**config.mk**
```make
export PLATFORM = sky130hd
export DESIGN_NAME = dual_ema_rate_session_stats_flat
export DESIGN_NICKNAME = d
export VERILOG_FILES = /design/src/hw/rtl/dema_pkg.sv /design/src/hw/rtl/dema_req_if.sv /design/src/hw/rtl/dema_stats_if.sv /design/src/hw/rtl/dema_ctrl.sv /design/src/hw/rtl/dema_dp.sv /design/src/hw/rtl/dual_ema_rate_session_stats.sv /design/src/flat_wrapper.sv
export SDC_FILE = /design/constraint.sdc
export NUM_CORES = 2
export LEC_CHECK = 0
export BUFFER_PORTS_ARGS = -buffer_cell sky130_fd_sc_hd__buf_2
export CORE_UTILIZATION = 50
export CTS_BUF_LIST = sky130_fd_sc_hd__clkbuf_16
export DETAILED_ROUTE_END_ITERATION = 8
export PLACE_DENSITY = 0.67
export SLEW_MARGIN = 20
export SYNTH_ARGS = -nofsm -noshare
export SYNTH_HDL_FRONTEND = slang
export SYNTH_SLANG_ARGS = --single-unit
```
**constraint.sdc**
```tcl
create_clock -name clk -period 11.7 [get_ports clk]
set_input_delay 3.51 -clock clk [delete_from_list [all_inputs] [get_ports clk]]
set_output_delay 3.51 -clock clk [all_outputs]
set_load 0.01 [all_outputs]
```
**src/hw/rtl/dema_pkg.sv**
```systemverilog
// ----------------------------------------------------------------------------
// dema_pkg
// Shared types and constants for the dual moving-average rate statistics block.
// ----------------------------------------------------------------------------
package dema_pkg;

  // Default field widths
  localparam int DEMA_RATE_BITS  = 10;
  localparam int DEMA_COUNT_BITS = 32;
  localparam int DEMA_FRAC_BITS  = 16;

  // Alpha weights are Q0.16, register is 17 bits so that 1.0 fits
  localparam int ALPHA_BITS = 16;
  localparam int ALPHA_HALF = 32768;

  // Configuration port
  localparam int CFG_IDX_W  = 1;
  localparam int CFG_DATA_W = 17;

  localparam logic [CFG_IDX_W-1:0]  CFG_ALPHA_SHORT = 1'b0;
  localparam logic [CFG_IDX_W-1:0]  CFG_ALPHA_LONG  = 1'b1;

  localparam logic [CFG_DATA_W-1:0] ALPHA_ONE        = 17'h10000;
  localparam logic [CFG_DATA_W-1:0] ALPHA_SHORT_RST  = 17'd21845;
  localparam logic [CFG_DATA_W-1:0] ALPHA_LONG_RST   = 17'd4228;

  // Request codes
  localparam logic REQ_SAMPLE = 1'b0;
  localparam logic REQ_CLEAR  = 1'b1;

  typedef enum logic [2:0] {
    ST_IDLE,
    ST_MUL_S,
    ST_MUL_L,
    ST_UPD_L,
    ST_DIV,
    ST_OUT
  } dema_state_t;

  // Controller to datapath
  typedef struct packed {
    logic take;      // request accepted this cycle
    logic mul_s;     // short product, divider init
    logic mul_l;     // short update, long product
    logic upd_l;     // long update
    logic div_step;  // one quotient bit
    logic out_load;  // capture result register
  } dema_cmd_t;

  // Datapath to controller
  typedef struct packed {
    logic div_last;
  } dema_sts_t;

endpackage

```
**src/hw/rtl/dema_req_if.sv**
```systemverilog
// ----------------------------------------------------------------------------
// dema_req_if
// Request channel: sample or clear request with valid/ready handshake.
// ----------------------------------------------------------------------------
interface dema_req_if import dema_pkg::*; #(
  parameter int RATE_BITS = DEMA_RATE_BITS
);
  logic                 valid;
  logic                 ready;
  logic                 req_type;
  logic [RATE_BITS-1:0] sample_rate;

  modport source (output valid, output req_type, output sample_rate, input ready);
  modport sink   (input valid, input req_type, input sample_rate, output ready);
endinterface

```
**src/hw/rtl/dema_stats_if.sv**
```systemverilog
// ----------------------------------------------------------------------------
// dema_stats_if
// Result channel: averages and session statistics with valid/ready handshake.
// ----------------------------------------------------------------------------
interface dema_stats_if import dema_pkg::*; #(
  parameter int RATE_BITS = DEMA_RATE_BITS
);
  logic                 valid;
  logic                 ready;
  logic [RATE_BITS-1:0] short_avg;
  logic [RATE_BITS-1:0] long_avg;
  logic [RATE_BITS-1:0] session_mean;
  logic [RATE_BITS-1:0] session_low;
  logic [RATE_BITS-1:0] session_high;
  logic                 stats_valid;

  modport source (output valid, output short_avg, output long_avg, output session_mean,
                  output session_low, output session_high, output stats_valid,
                  input ready);
  modport sink   (input valid, input short_avg, input long_avg, input session_mean,
                  input session_low, input session_high, input stats_valid,
                  output ready);
endinterface

```
**src/hw/rtl/dema_ctrl.sv**
```systemverilog
// ----------------------------------------------------------------------------
// dema_ctrl
// Sequencer: accept; for a sample two shared-multiplier updates and bit-serial mean; result.
// ----------------------------------------------------------------------------
module dema_ctrl import dema_pkg::*; (
  input  logic      clk,
  input  logic      rst,
  input  logic      in_valid,
  input  logic      req_type,
  output logic      in_ready,
  output logic      out_valid,
  input  logic      out_ready,
  input  dema_sts_t sts,
  output dema_cmd_t cmd
);

  dema_state_t state;
  dema_state_t state_next;
  logic        out_free;

  assign out_free = !out_valid || out_ready;

  always_ff @(posedge clk) begin
    if (rst) begin
      state <= ST_IDLE;
    end else begin
      state <= state_next;
    end
  end

  always_comb begin
    state_next = state;
    unique case (state)
      ST_IDLE: begin
        if (in_valid) begin
          state_next = (req_type == REQ_CLEAR) ? ST_OUT : ST_MUL_S;
        end
      end
      ST_MUL_S: state_next = ST_MUL_L;
      ST_MUL_L: state_next = ST_UPD_L;
      ST_UPD_L: state_next = ST_DIV;
      ST_DIV: begin
        if (sts.div_last) begin
          state_next = ST_OUT;
        end
      end
      ST_OUT: begin
        if (out_free) begin
          state_next = ST_IDLE;
        end
      end
      default: state_next = ST_IDLE;
    endcase
  end

  always_comb begin
    cmd      = '0;
    in_ready = 1'b0;
    unique case (state)
      ST_IDLE: begin
        in_ready = 1'b1;
        cmd.take = in_valid;
      end
      ST_MUL_S: cmd.mul_s    = 1'b1;
      ST_MUL_L: cmd.mul_l    = 1'b1;
      ST_UPD_L: cmd.upd_l    = 1'b1;
      ST_DIV:   cmd.div_step = 1'b1;
      ST_OUT:   cmd.out_load = out_free;
      default: begin
        cmd      = '0;
        in_ready = 1'b0;
      end
    endcase
  end

  // result register valid; a pending result does not block the next request
  always_ff @(posedge clk) begin
    if (rst) begin
      out_valid <= 1'b0;
    end else if (cmd.out_load) begin
      out_valid <= 1'b1;
    end else if (out_ready) begin
      out_valid <= 1'b0;
    end
  end

endmodule

```
**src/hw/rtl/dema_dp.sv**
```systemverilog
// ----------------------------------------------------------------------------
// dema_dp
// Datapath: alpha registers, moving averages, session statistics, divider.
// ----------------------------------------------------------------------------
module dema_dp import dema_pkg::*; #(
  parameter int RATE_BITS  = DEMA_RATE_BITS,
  parameter int COUNT_BITS = DEMA_COUNT_BITS,
  parameter int FRAC_BITS  = DEMA_FRAC_BITS
) (
  input  logic                  clk,
  input  logic                  rst,
  input  dema_cmd_t             cmd,
  output dema_sts_t             sts,
  input  logic                  req_type,
  input  logic [RATE_BITS-1:0]  sample_rate,
  input  logic                  cfg_we,
  input  logic [CFG_IDX_W-1:0]  cfg_index,
  input  logic [CFG_DATA_W-1:0] cfg_data,
  output logic [RATE_BITS-1:0]  short_avg,
  output logic [RATE_BITS-1:0]  long_avg,
  output logic [RATE_BITS-1:0]  session_mean,
  output logic [RATE_BITS-1:0]  session_low,
  output logic [RATE_BITS-1:0]  session_high,
  output logic                  stats_valid
);

  localparam int ACC_W   = RATE_BITS + FRAC_BITS;
  localparam int SUM_W   = RATE_BITS + COUNT_BITS;
  localparam int DIFF_W  = ACC_W + 1;
  localparam int MULA_W  = CFG_DATA_W + 1;
  localparam int PROD_W  = DIFF_W + MULA_W;
  localparam int DCNT_W  = $clog2(RATE_BITS);

  localparam logic signed [PROD_W-1:0] ROUND_C = PROD_W'(ALPHA_HALF);
  localparam logic [ACC_W-1:0]         HALF_C  = ACC_W'(1) << (FRAC_BITS - 1);
  localparam logic [DCNT_W-1:0]        DCNT_TOP = DCNT_W'(RATE_BITS - 1);

  logic [CFG_DATA_W-1:0] alpha_short;
  logic [CFG_DATA_W-1:0] alpha_long;

  logic [ACC_W-1:0]      short_acc;
  logic [ACC_W-1:0]      long_acc;
  logic                  seen_any;
  logic                  first;
  logic [SUM_W-1:0]      sample_sum;
  logic [COUNT_BITS-1:0] sample_count;
  logic [RATE_BITS-1:0]  low_mark;
  logic [RATE_BITS-1:0]  high_mark;
  logic [RATE_BITS-1:0]  x_reg;

  logic signed [PROD_W-1:0] prod;
  logic [SUM_W-1:0]         rem;
  logic [RATE_BITS-1:0]     quot;
  logic [DCNT_W-1:0]        div_cnt;

  // configuration writes
  always_ff @(posedge clk) begin
    if (rst) begin
      alpha_short <= ALPHA_SHORT_RST;
      alpha_long  <= ALPHA_LONG_RST;
    end else if (cfg_we) begin
      if (cfg_index == CFG_ALPHA_SHORT) begin
        alpha_short <= cfg_data;
      end
      if (cfg_index == CFG_ALPHA_LONG) begin
        alpha_long <= cfg_data;
      end
    end
  end

  // shared multiplier: acc' = acc + round(a * (X - acc) / 2^16)
  logic [CFG_DATA_W-1:0]    a_sel;
  logic [CFG_DATA_W-1:0]    a_eff;
  logic [ACC_W-1:0]         acc_sel;
  logic [ACC_W-1:0]         x_big;
  logic signed [DIFF_W-1:0] diff;
  logic signed [PROD_W-1:0] prod_comb;
  logic signed [PROD_W-1:0] step_full;
  logic [ACC_W-1:0]         acc_upd;
  logic [ACC_W-1:0]         acc_base;

  always_comb begin
    a_sel     = cmd.mul_s ? alpha_short : alpha_long;
    a_eff     = (a_sel > ALPHA_ONE) ? ALPHA_ONE : a_sel;
    acc_sel   = cmd.mul_s ? short_acc : long_acc;
    x_big     = {x_reg, {FRAC_BITS{1'b0}}};
    diff      = $signed({1'b0, x_big}) - $signed({1'b0, acc_sel});
    prod_comb = $signed({1'b0, a_eff}) * diff;
    step_full = (prod + ROUND_C) >>> ALPHA_BITS;
    acc_base  = cmd.mul_l ? short_acc : long_acc;
    // true result stays in range, so modular add is exact
    acc_upd   = acc_base + step_full[ACC_W-1:0];
  end

  always_ff @(posedge clk) begin
    if (cmd.mul_s || cmd.mul_l) begin
      prod <= prod_comb;
    end
  end

  // bit-serial restoring divider; quotient always fits RATE_BITS
  logic [SUM_W-1:0] dvs;
  logic             dvs_fits;

  always_comb begin
    dvs      = SUM_W'(sample_count) << div_cnt;
    dvs_fits = rem >= dvs;
  end

  assign sts.div_last = (div_cnt == '0);

  always_ff @(posedge clk) begin
    if (rst) begin
      short_acc    <= '0;
      long_acc     <= '0;
      seen_any     <= 1'b0;
      first        <= 1'b0;
      sample_sum   <= '0;
      sample_count <= '0;
      low_mark     <= '0;
      high_mark    <= '0;
      quot         <= '0;
      rem          <= '0;
      div_cnt      <= '0;
    end else begin
      if (cmd.take) begin
        if (req_type == REQ_CLEAR) begin
          short_acc    <= '0;
          long_acc     <= '0;
          seen_any     <= 1'b0;
          first        <= 1'b0;
          sample_sum   <= '0;
          sample_count <= '0;
          low_mark     <= '0;
          high_mark    <= '0;
          quot         <= '0;
        end else begin
          if (sample_count != '1) begin
            sample_sum   <= sample_sum + SUM_W'(sample_rate);
            sample_count <= sample_count + 1'b1;
          end
          if (!seen_any) begin
            low_mark  <= sample_rate;
            high_mark <= sample_rate;
            short_acc <= {sample_rate, {FRAC_BITS{1'b0}}};
            long_acc  <= {sample_rate, {FRAC_BITS{1'b0}}};
            seen_any  <= 1'b1;
            first     <= 1'b1;
          end else begin
            if (sample_rate < low_mark) begin
              low_mark <= sample_rate;
            end
            if (sample_rate > high_mark) begin
              high_mark <= sample_rate;
            end
            first <= 1'b0;
          end
        end
      end
      if (cmd.mul_s) begin
        rem     <= sample_sum;
        quot    <= '0;
        div_cnt <= DCNT_TOP;
      end
      // seeding sample keeps the seeded averages
      if (cmd.mul_l && !first) begin
        short_acc <= acc_upd;
      end
      if (cmd.upd_l && !first) begin
        long_acc <= acc_upd;
      end
      if (cmd.div_step) begin
        if (dvs_fits) begin
          rem           <= rem - dvs;
          quot[div_cnt] <= 1'b1;
        end
        if (div_cnt != '0) begin
          div_cnt <= div_cnt - 1'b1;
        end
      end
    end
  end

  always_ff @(posedge clk) begin
    if (cmd.take && req_type == REQ_SAMPLE) begin
      x_reg <= sample_rate;
    end
  end

  // result register, averages rounded half up
  logic [ACC_W-1:0] short_rnd;
  logic [ACC_W-1:0] long_rnd;

  always_comb begin
    short_rnd = short_acc + HALF_C;
    long_rnd  = long_acc + HALF_C;
  end

  always_ff @(posedge clk) begin
    if (cmd.out_load) begin
      short_avg    <= short_rnd[ACC_W-1:FRAC_BITS];
      long_avg     <= long_rnd[ACC_W-1:FRAC_BITS];
      session_mean <= quot;
      session_low  <= low_mark;
      session_high <= high_mark;
      stats_valid  <= seen_any;
    end
  end

endmodule

```
**src/hw/rtl/dual_ema_rate_session_stats.sv**
```systemverilog
// ----------------------------------------------------------------------------
// dual_ema_rate_session_stats
// Short and long moving averages of frame-rate samples plus session
// mean, minimum and maximum.
//
//   channel  dir  handshake     payload
//   req      in   valid/ready   req_type, sample_rate
//   stats    out  valid/ready   short_avg, long_avg, session_mean,
//                               session_low, session_high, stats_valid
//   cfg      in   cfg_we        cfg_index, cfg_data
//
// A sample passes from transfer through the shared alpha multiplier states
// (MUL_S, MUL_L, UPD_L), then the restoring divider at one mean bit per
// cycle, then the result register. A clear goes straight to the result.
// One request is in flight at a time; a waiting result sits in the output
// register and does not block the next request transfer.
// Synchronous reset; no clearing pass.
// ----------------------------------------------------------------------------
module dual_ema_rate_session_stats import dema_pkg::*; #(
  parameter int RATE_BITS  = DEMA_RATE_BITS,
  parameter int COUNT_BITS = DEMA_COUNT_BITS,
  parameter int FRAC_BITS  = DEMA_FRAC_BITS
) (
  input logic                  clk,
  input logic                  rst,
  dema_req_if.sink             req,
  dema_stats_if.source         stats,
  input logic                  cfg_we,
  input logic [CFG_IDX_W-1:0]  cfg_index,
  input logic [CFG_DATA_W-1:0] cfg_data
);

  dema_cmd_t cmd;
  dema_sts_t sts;

  dema_ctrl u_ctrl (
    .clk       (clk),
    .rst       (rst),
    .in_valid  (req.valid),
    .req_type  (req.req_type),
    .in_ready  (req.ready),
    .out_valid (stats.valid),
    .out_ready (stats.ready),
    .sts       (sts),
    .cmd       (cmd)
  );

  dema_dp #(
    .RATE_BITS  (RATE_BITS),
    .COUNT_BITS (COUNT_BITS),
    .FRAC_BITS  (FRAC_BITS)
  ) u_dp (
    .clk          (clk),
    .rst          (rst),
    .cmd          (cmd),
    .sts          (sts),
    .req_type     (req.req_type),
    .sample_rate  (req.sample_rate),
    .cfg_we       (cfg_we),
    .cfg_index    (cfg_index),
    .cfg_data     (cfg_data),
    .short_avg    (stats.short_avg),
    .long_avg     (stats.long_avg),
    .session_mean (stats.session_mean),
    .session_low  (stats.session_low),
    .session_high (stats.session_high),
    .stats_valid  (stats.stats_valid)
  );

endmodule
```
**src/flat_wrapper.sv**
```systemverilog
// flat-port wrapper written by rule: the top's interface ports become plain ports
module dual_ema_rate_session_stats_flat import dema_pkg::*;
#(
  parameter int RATE_BITS  = DEMA_RATE_BITS,
  parameter int COUNT_BITS = DEMA_COUNT_BITS,
  parameter int FRAC_BITS  = DEMA_FRAC_BITS
)
  (clk, rst, cfg_we, cfg_index, cfg_data, req_valid, req_req_type, req_sample_rate, req_ready, stats_valid, stats_short_avg, stats_long_avg, stats_session_mean, stats_session_low, stats_session_high, stats_stats_valid, stats_ready);
  dema_req_if #(.RATE_BITS(RATE_BITS)) req_i ();
  dema_stats_if #(.RATE_BITS(RATE_BITS)) stats_i ();
  input logic clk;
  input logic rst;
  input logic cfg_we;
  input logic [CFG_IDX_W-1:0] cfg_index;
  input logic [CFG_DATA_W-1:0] cfg_data;
  input wire logic [$bits(req_i.valid)-1:0] req_valid;
  input wire logic [$bits(req_i.req_type)-1:0] req_req_type;
  input wire logic [$bits(req_i.sample_rate)-1:0] req_sample_rate;
  output wire logic [$bits(req_i.ready)-1:0] req_ready;
  output wire logic [$bits(stats_i.valid)-1:0] stats_valid;
  output wire logic [$bits(stats_i.short_avg)-1:0] stats_short_avg;
  output wire logic [$bits(stats_i.long_avg)-1:0] stats_long_avg;
  output wire logic [$bits(stats_i.session_mean)-1:0] stats_session_mean;
  output wire logic [$bits(stats_i.session_low)-1:0] stats_session_low;
  output wire logic [$bits(stats_i.session_high)-1:0] stats_session_high;
  output wire logic [$bits(stats_i.stats_valid)-1:0] stats_stats_valid;
  input wire logic [$bits(stats_i.ready)-1:0] stats_ready;
  assign req_i.valid = req_valid;
  assign req_i.req_type = req_req_type;
  assign req_i.sample_rate = req_sample_rate;
  assign req_ready = req_i.ready;
  assign stats_valid = stats_i.valid;
  assign stats_short_avg = stats_i.short_avg;
  assign stats_long_avg = stats_i.long_avg;
  assign stats_session_mean = stats_i.session_mean;
  assign stats_session_low = stats_i.session_low;
  assign stats_session_high = stats_i.session_high;
  assign stats_stats_valid = stats_i.stats_valid;
  assign stats_i.ready = stats_ready;
  dual_ema_rate_session_stats #(.RATE_BITS(RATE_BITS), .COUNT_BITS(COUNT_BITS), .FRAC_BITS(FRAC_BITS)) u_core (.clk(clk), .rst(rst), .req(req_i), .stats(stats_i), .cfg_we(cfg_we), .cfg_index(cfg_index), .cfg_data(cfg_data));
endmodule
```
==> impl_metrics.py <==
metrics = {
    "floorplanning": {
        "initial_core_util": 0.507,
        "core-area_sq_um": 70300,
        "pin_count": 87,
        "dieHeight_microns": 269,
        "die_w_microns": 269,
        "rows": 97,
        "dieArea_sq_um": 72400,
    },
    "synthesis": {
        "yosysTopAreaCellShare": 0.240,
        "synth-async-reset-ratio": 0,
        "ys_seq_area_frac": 0.210,
        "synthFlopType": "dfxtp_1",
        "syn-num-nets": 4867,
        "synth_edf_count": 88,
        "synth_cells": 4193,
        "ys_ff_latch": 330,
        "yosysUniqueCellTypes": 85,
        "yosys_warnings": 0,
        "synthTopCellsByArea": "fa_1, dfxtp_1, ha_1, edfxtp_1, nand2_1",
        "syn-mean-instance-area_sq_um": 8.51,
        "synth_top_cell_by_area": "fa_1",
        "netlist_area_sq_um": 35700,
    },
    "global_routing": {
        "gr-total-overflow": 0,
        "grt_pass1_vias": 28700,
        "grt_max_degree": 77,
        "grt_util_all_layers": 0.279,
        "grt_first_pass_wirelength_mm": 159,
        "antenna_found_initial": 6,
    },
    "clocking": {
        "clkTransAtPathRegs_ns": 0.07,
        "clockRootBuffer": "clkbuf_16",
        "numCtsBuffers": 35,
        "cts_hold_buf": 0,
        "cts_resized": 0,
        "clk_latency_ns": 0.54,
        "clock-sinks": 330,
        "post_cts_buffers": 0,
        "h-tree-depth": 2,
        "cts_tree": "built",
        "clock_path_buffers": 3,
    },
    "placed_design": {
        "placed_area_sq_um": 37000,
        "portBuffers": 86,
        "dpl.hpwl_mm": 76.6,
        "gp_congestion": 0.944,
    },
    "finish": {
        "postLayoutCellArea_sq_um": 38200,
        "largestRegisters": "u_core.u_dp.rem: 42 flops, u_core.u_dp.sample_sum: 42 flops, u_core.u_dp.sample_count: 32 flops",
        "area_delta_synth_final_pct": 7.15,
        "final_util": 0.544,
        "fill_cells": 6507,
        "num-nets-final": 4849,
        "drive_gt1_frac": 0.0714,
    },
    "setup_path": {
        "crit_fanout": 48,
        "cpPeakStageDelay_ns": 0.72,
        "criticalPathCategory": "flop to flop",
        "cpMaxStageDelayCell": "nor2_1",
        "endpoint_kind": "flop",
        "cp.arrival_ns": 10.34,
        "crit_buf_inv": 7,
        "startpoint_type": "flop",
        "cp.required_ns": 11.96,
        "cpLargestDelayFamily": "adder cells",
    },
    "sta": {
        "max_freq_mhz": 99.2,
        "report.final.slew_viol_count": 0,
        "rsz0062_at_grt": "false",
        "setup-violations-final": 0,
        "final.period_utilization": 0.862,
        "hold_violations": 0,
        "tightest_slew_ns": 1.18,
        "final.setup_skew_ns": 0.0236,
        "relSlewSlack": 0.211,
        "fin_setup_tns_ns": 0,
        "min_period_ns": 10.08,
    },
    "worst_hold_path": {
        "hp-class": "flop to flop",
    },
    "route": {
        "wl_mm": 99.9,
        "drt_iter0_markers": 1979,
        "wl_per_cell_microns": 19.4,
        "first_pass_iters": 8,
        "vias": 29000,
        "ant_nets": 0,
        "vias_per_cell": 5.64,
        "post-route-drc-count": 0,
    },
    "run_status": {
        "status": "complete, no violations",
    },
    "job": {
        "cap_violations": 0,
    },
}
[layout by cell type, fill, tap and decap left out, types with 8 or more instances in the layout]
master,Yosys,routed
fa_1,427,427
a221oi_1,18,18
ha_1,213,213
nor4_1,21,21
a21oi_1,203,202
a211oi_1,42,42
xnor2_1,143,141
nand4_1,37,37
nand2b_1,26,26
xor2_1,95,95
mux2i_1,87,86
mux2_2,13,13
a311oi_1,21,21
buf_4,0,62
nand3b_1,14,14
o211ai_1,10,10
mux4_2,19,19
a32oi_1,12,12
dfxtp_1,242,239
a21o_1,50,49
nand2_1,653,653
edfxtp_1,88,88
nor2b_1,32,31
clkinv_2,0,8
and3_1,43,43
and2_1,33,32
buf_2,15,85
nand3_1,105,105
a31oi_1,23,23
or3_1,26,26
o21a_1,26,26
or2_2,23,23
nor2_1,413,410
nor3_1,67,65
inv_1,561,567
clkbuf_16,0,38
o21bai_1,15,15
o21ai_0,98,96
[layer usage]
| layer | track usage | part of all wire |
|---|---|---|
| met5 | 0 | 0.00041 |
| met4 | 0.106 | 0.045 |
| met3 | 0.0437 | 0.065 |
| met2 | 0.471 | 0.48 |
| met1 | 0.361 | 0.41 |
[synth_stat cells, types with 37 or more instances]
| library cell | count |
|---|---|
| fa_1 | 427 |
| inv_1 | 561 |
| o21ai_0 | 98 |
| dfxtp_1 | 242 |
| nor2_1 | 413 |
| nand2_1 | 653 |
| clkbuf_1 | 168 |
| ha_1 | 213 |
| mux2i_1 | 87 |
| a21oi_1 | 203 |
| a21o_1 | 50 |
| xnor2_1 | 143 |
| nor3_1 | 67 |
| and3_1 | 43 |
| xor2_1 | 95 |
| a211oi_1 | 42 |
| nand4_1 | 37 |
| nand3_1 | 105 |
| edfxtp_1 | 88 |
[area by class of cell]
type / instances / area [sq um] / area share
inverter: 561 / 2110 / 0.0551
timing repair buffer: 148 / 902 / 0.0236
clock buffer: 38 / 951 / 0.0249
clock inverter: 25 / 244 / 0.00639
antenna: 1 / 2.50 / 0.0000655
tap: 940 / 1180 / 0.0308
sequential: 330 / 7490 / 0.196
multi-input combinational: 3099 / 25300 / 0.663
[stage by stage]
step	hold WS (ns)	cells	worst slack, ns
after global routing	0.441	5141	0.857
after floorplan	0.409	4193	2.25
after detailed placement	0.418	5078	1.70
after global placement	0.417	5078	1.84
final	0.436	5142	1.62
after CTS	0.437	5141	1.66
[worst register-to-register path, delay by kind of cell (launching register included)]
kind | cells | cell delay, ns
AO/OA/AOI/OAI | 11 | 2.86
AND/OR/NAND/NOR | 5 | 1.41
buffers and inverters | 7 | 0.97
adder cells (fa/ha/maj) | 8 | 3.63
XOR/XNOR | 1 | 0.07
flip-flops | 1 | 0.54
multiplexers | 1 | 0.31
[logic make-up (layout without fill, tap and decap cells)]
group	after synthesis	count (layout)	share of synthesized area
AO/OA/AOI/OAI	577	577	0.104
other	0	1	0
flip-flops	330	330	0.210
buffers and inverters	764	772	0.0814
adder cells (fa/ha/maj)	640	640	0.314
AND/OR/NAND/NOR	1523	1523	0.190
multiplexers	119	119	0.0405
XOR/XNOR	240	240	0.0597
[final timing paths]
| path | slack [ns] | endpoint | from | cells after the start |
|---|---|---|---|---|
| setup reg to reg | 1.62 | u_core.u_dp.prod[41] | u_core.u_ctrl.state[0] | 33 |
| hold reg to reg | 0.44 | u_core.u_dp.session_mean[9] | u_core.u_dp.quot[9] | 0 |
| hold / removal | 0.44 | u_core.u_dp.session_mean[9] | u_core.u_dp.quot[9] | 0 |
| setup / recovery | 1.62 | u_core.u_dp.prod[41] | u_core.u_ctrl.state[0] | 33 |
Power is left out: the tool's default activity adds up to more than one toggle a clock period on the data nets, which glitch-free logic cannot reach.
